<file path="src/rtl/lrufr_pkg.sv">
// ----------------------------------------------------------------------------
// lrufr_pkg
// Shared sizes and types for the LRU frame replacement unit.
// ----------------------------------------------------------------------------
package lrufr_pkg;

	localparam int MAX_FRAMES = 8;
	localparam int PAGE_BITS  = 16;
	localparam int AGE_BITS   = 16;
	localparam int IDX_BITS   = (MAX_FRAMES > 1) ? $clog2(MAX_FRAMES) : 1;
	localparam int CNT_BITS   = $clog2(MAX_FRAMES + 1);
	localparam int CFG_BITS   = 4;

	typedef logic [PAGE_BITS-1:0] page_t;
	typedef logic [AGE_BITS-1:0]  age_t;
	typedef logic [IDX_BITS-1:0]  idx_t;
	typedef logic [CNT_BITS-1:0]  cnt_t;

	// scan token handed from cell to cell
	typedef struct packed {
		logic  vld;
		logic  hit;
		idx_t  hit_idx;
		age_t  best_age;
		idx_t  best_idx;
		logic  best_valid;
		page_t best_page;
	} tok_t;

	// update command broadcast to all cells
	typedef struct packed {
		logic  en;
		logic  wr;
		idx_t  slot;
	} upd_t;

endpackage

</file>
<file path="src/rtl/lru_frame_replacement_unit.sv">
// ----------------------------------------------------------------------------
// lru_frame_replacement_unit
// LRU page replacement over a row of frame cells with age counters.
// ----------------------------------------------------------------------------
// One page reference is taken when start is high and busy is low. A scan
// token then walks the row of frame cells, one cell per cycle, picking up
// the first matching valid frame and the oldest active frame; after the last
// cell the decision is applied to every cell at once. The result appears on
// the result ports for one cycle with done high; done and the results are
// registered from the last cell's token, and the next reference can be
// taken in that same cycle. The receiver cannot stall, so results must be
// captured when done is high. frames_in_use is written through cfg_valid and
// cfg_ready while the unit is idle; 0 acts as 1 and values above the frame
// count act as the frame count.
// ----------------------------------------------------------------------------
module lru_frame_replacement_unit (
	input  logic                              clk,
	input  logic                              arst_n,
	input  logic                              start,
	output logic                              busy,
	input  logic [lrufr_pkg::PAGE_BITS-1:0]   page_number,
	input  logic                              cfg_valid,
	output logic                              cfg_ready,
	input  logic [lrufr_pkg::CFG_BITS-1:0]    frames_in_use,
	output logic                              done,
	output logic                              was_hit,
	output logic [lrufr_pkg::IDX_BITS-1:0]    slot,
	output logic                              evicted_valid,
	output logic [lrufr_pkg::PAGE_BITS-1:0]   evicted_page
);

	typedef enum logic [1:0] {
		S_IDLE,
		S_LOAD,
		S_SCAN
	} state_t;

	state_t           state_q;
	lrufr_pkg::page_t page_q;
	lrufr_pkg::cnt_t  n_q;
	lrufr_pkg::cnt_t  filled_q;
	lrufr_pkg::tok_t  tok [lrufr_pkg::MAX_FRAMES+1];
	lrufr_pkg::tok_t  last;
	lrufr_pkg::upd_t  upd;
	lrufr_pkg::cnt_t  n_cfg;
	logic             fill;
	logic             done_q;
	logic             hit_q;
	lrufr_pkg::idx_t  slot_q;
	logic             ev_valid_q;
	lrufr_pkg::page_t ev_page_q;

	assign busy      = state_q != S_IDLE;
	assign cfg_ready = state_q == S_IDLE;

	always_comb begin
		if (frames_in_use == '0) begin
			n_cfg = lrufr_pkg::cnt_t'(1);
		end else if (frames_in_use > lrufr_pkg::CFG_BITS'(lrufr_pkg::MAX_FRAMES)) begin
			n_cfg = lrufr_pkg::cnt_t'(lrufr_pkg::MAX_FRAMES);
		end else begin
			n_cfg = lrufr_pkg::cnt_t'(frames_in_use);
		end
	end

	always_comb begin
		tok[0]     = '0;
		tok[0].vld = state_q == S_LOAD;
	end

	genvar gi;
	generate
		for (gi = 0; gi < lrufr_pkg::MAX_FRAMES; gi++) begin : g_cell
			lrufr_cell u_cell (
				.clk      (clk),
				.arst_n   (arst_n),
				.cell_idx (lrufr_pkg::idx_t'(gi)),
				.n_active (n_q),
				.page_ref (page_q),
				.tok_in   (tok[gi]),
				.upd      (upd),
				.tok_out  (tok[gi+1])
			);
		end
	endgenerate

	assign last = tok[lrufr_pkg::MAX_FRAMES];
	assign fill = !last.hit && (filled_q < n_q);

	always_comb begin
		upd.en = last.vld;
		upd.wr = !last.hit;
		if (last.hit) begin
			upd.slot = last.hit_idx;
		end else if (fill) begin
			upd.slot = filled_q[lrufr_pkg::IDX_BITS-1:0];
		end else begin
			upd.slot = last.best_idx;
		end
	end

	always_ff @(posedge clk) begin
		if (start && !busy) begin
			page_q <= page_number;
		end
	end

	always_ff @(posedge clk or negedge arst_n) begin
		if (!arst_n) begin
			state_q    <= S_IDLE;
			n_q        <= lrufr_pkg::cnt_t'(lrufr_pkg::MAX_FRAMES);
			filled_q   <= '0;
			done_q     <= 1'b0;
			hit_q      <= 1'b0;
			slot_q     <= '0;
			ev_valid_q <= 1'b0;
			ev_page_q  <= '0;
		end else begin
			done_q <= 1'b0;
			if (cfg_valid && cfg_ready) begin
				n_q <= n_cfg;
			end
			unique case (state_q)
				S_IDLE: begin
					if (start) begin
						state_q <= S_LOAD;
					end
				end
				S_LOAD: begin
					state_q <= S_SCAN;
				end
				S_SCAN: begin
					if (last.vld) begin
						state_q    <= S_IDLE;
						done_q     <= 1'b1;
						hit_q      <= last.hit;
						slot_q     <= upd.slot;
						ev_valid_q <= !last.hit && !fill && last.best_valid;
						ev_page_q  <= (!last.hit && !fill && last.best_valid) ?
							last.best_page : '0;
						if (fill) begin
							filled_q <= filled_q + lrufr_pkg::cnt_t'(1);
						end
					end
				end
				default: begin
					state_q <= S_IDLE;
				end
			endcase
		end
	end

	assign done          = done_q;
	assign was_hit       = hit_q;
	assign slot          = slot_q;
	assign evicted_valid = ev_valid_q;
	assign evicted_page  = ev_page_q;

`ifndef SYNTH
	a_done_idle: assert property (@(posedge clk) disable iff (!arst_n)
		done |-> !busy)
		else $error("result shown while busy");

	a_accept_busy: assert property (@(posedge clk) disable iff (!arst_n)
		start && !busy |=> busy)
		else $error("transfer did not start a scan");

	a_fill_bound: assert property (@(posedge clk) disable iff (!arst_n)
		filled_q <= lrufr_pkg::cnt_t'(lrufr_pkg::MAX_FRAMES))
		else $error("fill count beyond frame count");

	a_hit_no_evict: assert property (@(posedge clk) disable iff (!arst_n)
		done && was_hit |-> !evicted_valid)
		else $error("eviction reported on a hit");

	a_token_scan: assert property (@(posedge clk) disable iff (!arst_n)
		last.vld |-> state_q == S_SCAN)
		else $error("scan token outside a scan");
`endif

endmodule

</file>
<file path="src/rtl/lrufr_cell.sv">
// ----------------------------------------------------------------------------
// lrufr_cell
// One frame of the replacement table: holds page, valid bit and age, and
// folds its entry into the scan token passed on to the next cell.
// ----------------------------------------------------------------------------
module lrufr_cell (
	input  logic            clk,
	input  logic            arst_n,
	input  lrufr_pkg::idx_t cell_idx,
	input  lrufr_pkg::cnt_t n_active,
	input  lrufr_pkg::page_t page_ref,
	input  lrufr_pkg::tok_t tok_in,
	input  lrufr_pkg::upd_t upd,
	output lrufr_pkg::tok_t tok_out
);

	localparam lrufr_pkg::age_t AGE_MAX = '1;

	lrufr_pkg::page_t page_q;
	logic             valid_q;
	lrufr_pkg::age_t  age_q;
	lrufr_pkg::tok_t  tok_q;
	lrufr_pkg::tok_t  tok_nxt;
	logic             active;
	logic             sel;

	assign active = lrufr_pkg::cnt_t'(cell_idx) < n_active;
	assign sel    = upd.slot == cell_idx;

	always_comb begin
		tok_nxt = tok_in;
		if (active && valid_q && (page_q == page_ref) && !tok_in.hit) begin
			tok_nxt.hit     = 1'b1;
			tok_nxt.hit_idx = cell_idx;
		end
		if (active && (age_q >= tok_in.best_age)) begin
			tok_nxt.best_age   = age_q;
			tok_nxt.best_idx   = cell_idx;
			tok_nxt.best_valid = valid_q;
			tok_nxt.best_page  = page_q;
		end
	end

	always_ff @(posedge clk or negedge arst_n) begin
		if (!arst_n) begin
			tok_q <= '0;
		end else if (tok_in.vld) begin
			tok_q <= tok_nxt;
		end else begin
			tok_q.vld <= 1'b0;
		end
	end

	always_ff @(posedge clk or negedge arst_n) begin
		if (!arst_n) begin
			valid_q <= 1'b0;
			age_q   <= '0;
		end else if (upd.en) begin
			if (sel) begin
				age_q <= lrufr_pkg::age_t'(1);
				if (upd.wr) begin
					valid_q <= 1'b1;
				end
			end else if (age_q != AGE_MAX) begin
				age_q <= age_q + lrufr_pkg::age_t'(1);
			end
		end
	end

	always_ff @(posedge clk) begin
		if (upd.en && sel && upd.wr) begin
			page_q <= page_ref;
		end
	end

	assign tok_out = tok_q;

endmodule
</file>
<file path="config.mk">
export PLATFORM = sky130hd
export DESIGN_NAME = lru_frame_replacement_unit
export DESIGN_NICKNAME = d
export VERILOG_FILES = /design/src/rtl/lrufr_pkg.sv /design/src/rtl/lru_frame_replacement_unit.sv /design/src/rtl/lrufr_cell.sv
export SDC_FILE = /design/constraint.sdc
export NUM_CORES = 1
export LEC_CHECK = 0
export ABC_AREA = 1
export ABC_CLOCK_PERIOD_IN_PS = 4980
export BUFFER_PORTS_ARGS = -buffer_cell sky130_fd_sc_hd__buf_2
export CAP_MARGIN = 15
export CORE_MARGIN = 10
export CORE_UTILIZATION = 56
export CTS_BUF_LIST = sky130_fd_sc_hd__clkbuf_2
export CTS_CLUSTER_SIZE = 30
export DETAILED_ROUTE_END_ITERATION = 8
export PLACE_DENSITY = 0.83
export SYNTH_ARGS = -nofsm -noshare
export SYNTH_HDL_FRONTEND = slang
export SYNTH_HIERARCHICAL = 1
export SYNTH_SLANG_ARGS = --single-unit
export TNS_END_PERCENT = 1
</file>
<file path="constraint.sdc">
create_clock -name clk -period 4.98 [get_ports clk]
set_clock_uncertainty 0.15 [all_clocks]
set_input_delay 0.996 -clock clk [delete_from_list [all_inputs] [get_ports clk]]
set_output_delay 0.996 -clock clk [all_outputs]
set_load 0.02 [all_outputs]
</file>
; Word level (Yosys, flattened, before mapping)
; Cells that the tools add are included.
[totals]
reg_bits = 624
latchBits = 0
ramBits = 0
mem_bits_ro = 0
in_bits = 24
out_inout_bits = 24
wordCells = 286
mem_count = 0
[classes]
n_addsub = 9
mul = 0
n_div = 0
magnitude_cmp = 18
eq_ne = 27
shifts = 0
muxes = 50
n_bitwise = 1
reduce_logical = 93
[ops]
columns = operator, n
row1 = 16-bit 2-to-1 mux, 17
row2 = 36-bit 2-to-1 mux, 7
row3 = "16-bit by 1-bit adder with 16-bit output, second input constant", 8
row4 = 16-bit == test, 8
row5 = "16-bit inequality test, second input constant", 8
row6 = 16-bit greater-or-equal comparator, 7
row7 = 1-bit logical AND, 52
row8 = 4-bit 2-to-1 mux, 10
row9 = 3-bit AND reduction, 9
row10 = 20-bit 2-to-1 mux, 1
row11 = 2-bit AND reduction, 10
row12 = 2-bit nonzero test, 9
row13 = "16-bit by 1-bit greater-or-equal comparator with 1-bit output, second input constant", 1
row14 = "3-bit by 4-bit less-than comparator with 1-bit output, first input constant", 4
row15 = "3-bit == test, second input constant", 4
row16 = 1-bit zero test, 10
row17 = 1-bit 2-to-1 mux, 10
row18 = "1-bit by 4-bit less-than comparator with 1-bit output, first input constant", 2
row19 = "2-bit by 4-bit less-than comparator with 1-bit output, first input constant", 2
row20 = "3-bit by 2-bit == test with 1-bit output, second input constant", 2
row21 = 3-bit 2-to-1 mux, 2
row22 = 2-bit one-hot mux with 3 select lines, 1
row23 = "4-bit by 1-bit adder with 4-bit output, second input constant", 1
row24 = "4-bit > comparator, second input constant", 1
row25 = 11 further kinds, 12

; Logic depth before layout (Yosys ltp)
[depth]
ltp_word = 7
ltp_mapped = 16
depth_no_buf = 16

; Hierarchy
; Netlist, hierarchy kept.
[modules_own_cells]
columns = mod, instances, cells_each, area_each_um2, seq_area_each_um2
row1 = lrufr_cell at g_cell[0].u_cell ..., 6, 635, 4546.9, 1931.9
row2 = lrufr_cell at g_cell[7].u_cell, 1, 616, 4504.3, 1931.9
row3 = lrufr_cell at g_cell[2].u_cell, 1, 618, 4494.3, 1931.9
row4 = lru_frame_replacement_unit, 1, 186, 2013.2, 1282.5

; Worst setup path before layout
; Ideal clock, no wire load.
[synth_path]
kind = flip-flop to flip-flop
from = reg n_q[3]
to = reg g_cell[0].u_cell.page_q[0] (enable)
setup_time_ps = 388
t_arrival_ps = 3142
required_ps = 4442
path_slack_ps = 1299
stages_incl_launch_ff = 12
path_buffers = 0
period_less_slack_ps = 3681
cell_sequence = dfstp_2 > inv_1 > ha_1 > a21oi_2 > nand2_4 > nand3_1 > nand3_1 > xnor2_1 > nand3_1 > inv_1 > nand2_1 > nor2_1
[synth_lines]
columns = item, line
row1 = start: declaration, lru_frame_replacement_unit.sv:40  ; lrufr_pkg::cnt_t n_q;
row2 = start signal: assignment, lru_frame_replacement_unit.sv:111  ; n_q <= lrufr_pkg::cnt_t'(lrufr_pkg::MAX_FRAMES);
row3 = start signal: assignment, lru_frame_replacement_unit.sv:121  ; n_q <= n_cfg;
row4 = end signal: assignment, lrufr_cell.sv:72  ; page_q <= page_ref;
row5 = end: declaration, lrufr_cell.sv:19  ; lrufr_pkg::page_t page_q;

==> out/qor.csv <==
metric,value,unit
antenna_found_initial,2,
synthesis.area,0.0375,mm^2
r2r_slack,0.63,ns
route.detailed.drc,0,
final_common_cell,nand2_1,
power_switching_share,46.8,%
vias,34300,
cp-start-kind,register,
grt_first_pass_wirelength,166000,um
worst_pin_slew,1.16,ns
root_buffer,clkbuf_2,
min_path_type,in -> reg,
fill_cells,5937,
mostFrequentLayoutCells,"nand2_1, inv_1, nand3_1, dfrtp_1, clkbuf_2",
maxSlewViolCount,0,
drt_iter0_drc,3235,
finalSetupViolations,0,
reg2reg_to,g_cell[0].u_cell/age_q[14],
cp.arrival,5.44,ns
wire_per_inst,16.0,um
io_buffer_count,47,
hold_viol,0,
multi_input_comb_area,0.0174,mm^2
path_clk_slew,0.10,ns
clockBufferDepth,3,
crit_start,n_q[3],
total_power,0.0204,W
vdd_drop_max,0.000346,V
synthCells,5129,
place_congestion,0.946,
yosys_warnings,6,
maxCapViolations,0,
final_antenna_net_count,0,
post_cts_buffers,0,
end_kind,register,
internal-power,0.0109,W
rsz0062_at_grt,no,
timing.setup.tns,0,ns
dp_hpwl,70700,um
die-area,0.0778,mm^2
num_rows,94,
clock_sinks,624,
firstDrtPassIters,8,
via_per_inst,5.40,
dieHeight,279,um
seqPwrFrac,38.9,%
cts_made_buffers,165,
insertion_delay,1.42,ns
powerDensity,501,mW/mm^2
whs_path_depth,2,
max_freq,230,MHz
fin_area,0.0407,mm^2
grt_pass1_vias,33400,
hp-start,page_number[5],
grt_overflow,0,
reg2reg_depth,13,
seq_area,0.0163,mm^2
max-slew-margin-rel,22.4,%
cts.htree.levels,4,
min_period,4.35,ns
r2r-start,n_q[3],
area_delta_synth_final,8.56,%
grt_use_total,26.0,%
place_area,0.0389,mm^2
initial_core_util,56.8,%
crit_type,reg -> reg,
drt_wl_total,101000,um
fin_crit_sh,87.3,%
avgSynthCellArea,7.32,um^2
grt_max_degree,114,
drive_above_1_share,9.58,%
finalNetCount,5542,
power.leakage,22.0,nW
ioPinCount,48,
p_sw,0.00956,W
cts_tree,yes,
outcome,finished clean,
coreArea,0.0661,mm^2
cp.required,6.07,ns
min_to,page_q[5],
cp_max_fo,22,
p_comb_share,43.7,%
clkPwrFrac,17.4,%
die_width,279,um
==> power by group through the flow <==
stage / Combinational (W) / Sequential, W / Clock (W)
finish: 0.00891 / 0.00795 / 0.00356
global route: 0.0101 / 0.00812 / 0.00393
CTS: 0.00876 / 0.00791 / 0.00364
detailed placement: 0.00868 / 0.00800 / 0
global placement: 0.00836 / 0.00795 / 0
floorplan: 0.00649 / 0.00772 / 0
==> worst max-delay path, stage by stage (launching register included) <==
cell     delay (ns)
dfstp_2        0.72
inv_1          0.12
ha_1           0.34
a21oi_2        0.28
nand4_1        0.14
nand3_1        0.62
xnor2_1        0.15
nand3_1        0.16
buf_4          0.27
inv_1          0.13
o21ai_2        0.66
inv_2          0.30
nand3_2        0.14
o21ai_2        0.06
==> state kept, by name (all words and copies together) (netlist names) <==
| name | count |
|---|---|
| g_cell.u_cell/page_q | 128 |
| g_cell.u_cell/valid_q | 8 |
| state_q | 2 |
| g_cell.u_cell/tok_out | 312 |
| evicted_page | 16 |
| n_q | 4 |
| g_cell.u_cell/age_q | 128 |
| done | 1 |
| filled_q | 4 |
| was_hit | 1 |
| page_q | 16 |
| slot | 3 |
| evicted_valid | 1 |
==> repair_timing <==
action,in CTS,in global routing
resized for setup,0,0
hold endpoints to repair,144,0
hold buffers,28,0
==> per-layer routing <==
metal	up-vias	share of wire [%]	track usage, %
met4	0	5.6	14.6
met1	15900	39	30.7
met2	1421	48	44.2
met3	380	7.2	4.78
li1	16600	-	-
met5	-	0	0
==> area by class of cell <==
class,count,share of cell area [%]
antenna,4,0.0246
clock buffer,231,2.84
clock inverter,65,0.752
inverter,894,8.25
multi-input combinational,3539,42.6
sequential,624,40.1
tap,864,2.65
timing repair buffer,138,2.77
==> per-stage QoR <==
| step | cells | hold WS (ns) | utilization (%) | setup WS (ns) |
|---|---|---|---|---|
| detailed placement | 6027 | 0.310 | 58.8 | 0.721 |
| CTS | 6351 | 0.0527 | 61.5 | 0.705 |
| finish | 6359 | 0.180 | 61.6 | 0.631 |
| global placement | 6027 | 0.303 | 58.8 | 0.870 |
| global route | 6358 | 0.113 | 61.6 | 0.284 |
| floorplan | 5232 | 0.202 | - | 1.30 |
==> worst max-delay path by stage <==
| stage | endpoint | slack [ns] |
|---|---|---|
| final | g_cell[0].u_cell/age_q[14] | 0.63 |
| after global routing | g_cell[0].u_cell/age_q[14] | 0.28 |
| after CTS | g_cell[0].u_cell/age_q[14] | 0.71 |
| after detailed placement | g_cell[0].u_cell/age_q[2] | 0.72 |
| after global placement | g_cell[0].u_cell/age_q[0] | 0.87 |
| after floorplan | g_cell[0].u_cell/page_q[0] | 1.30 |
(Power assumes the default switching activity.)
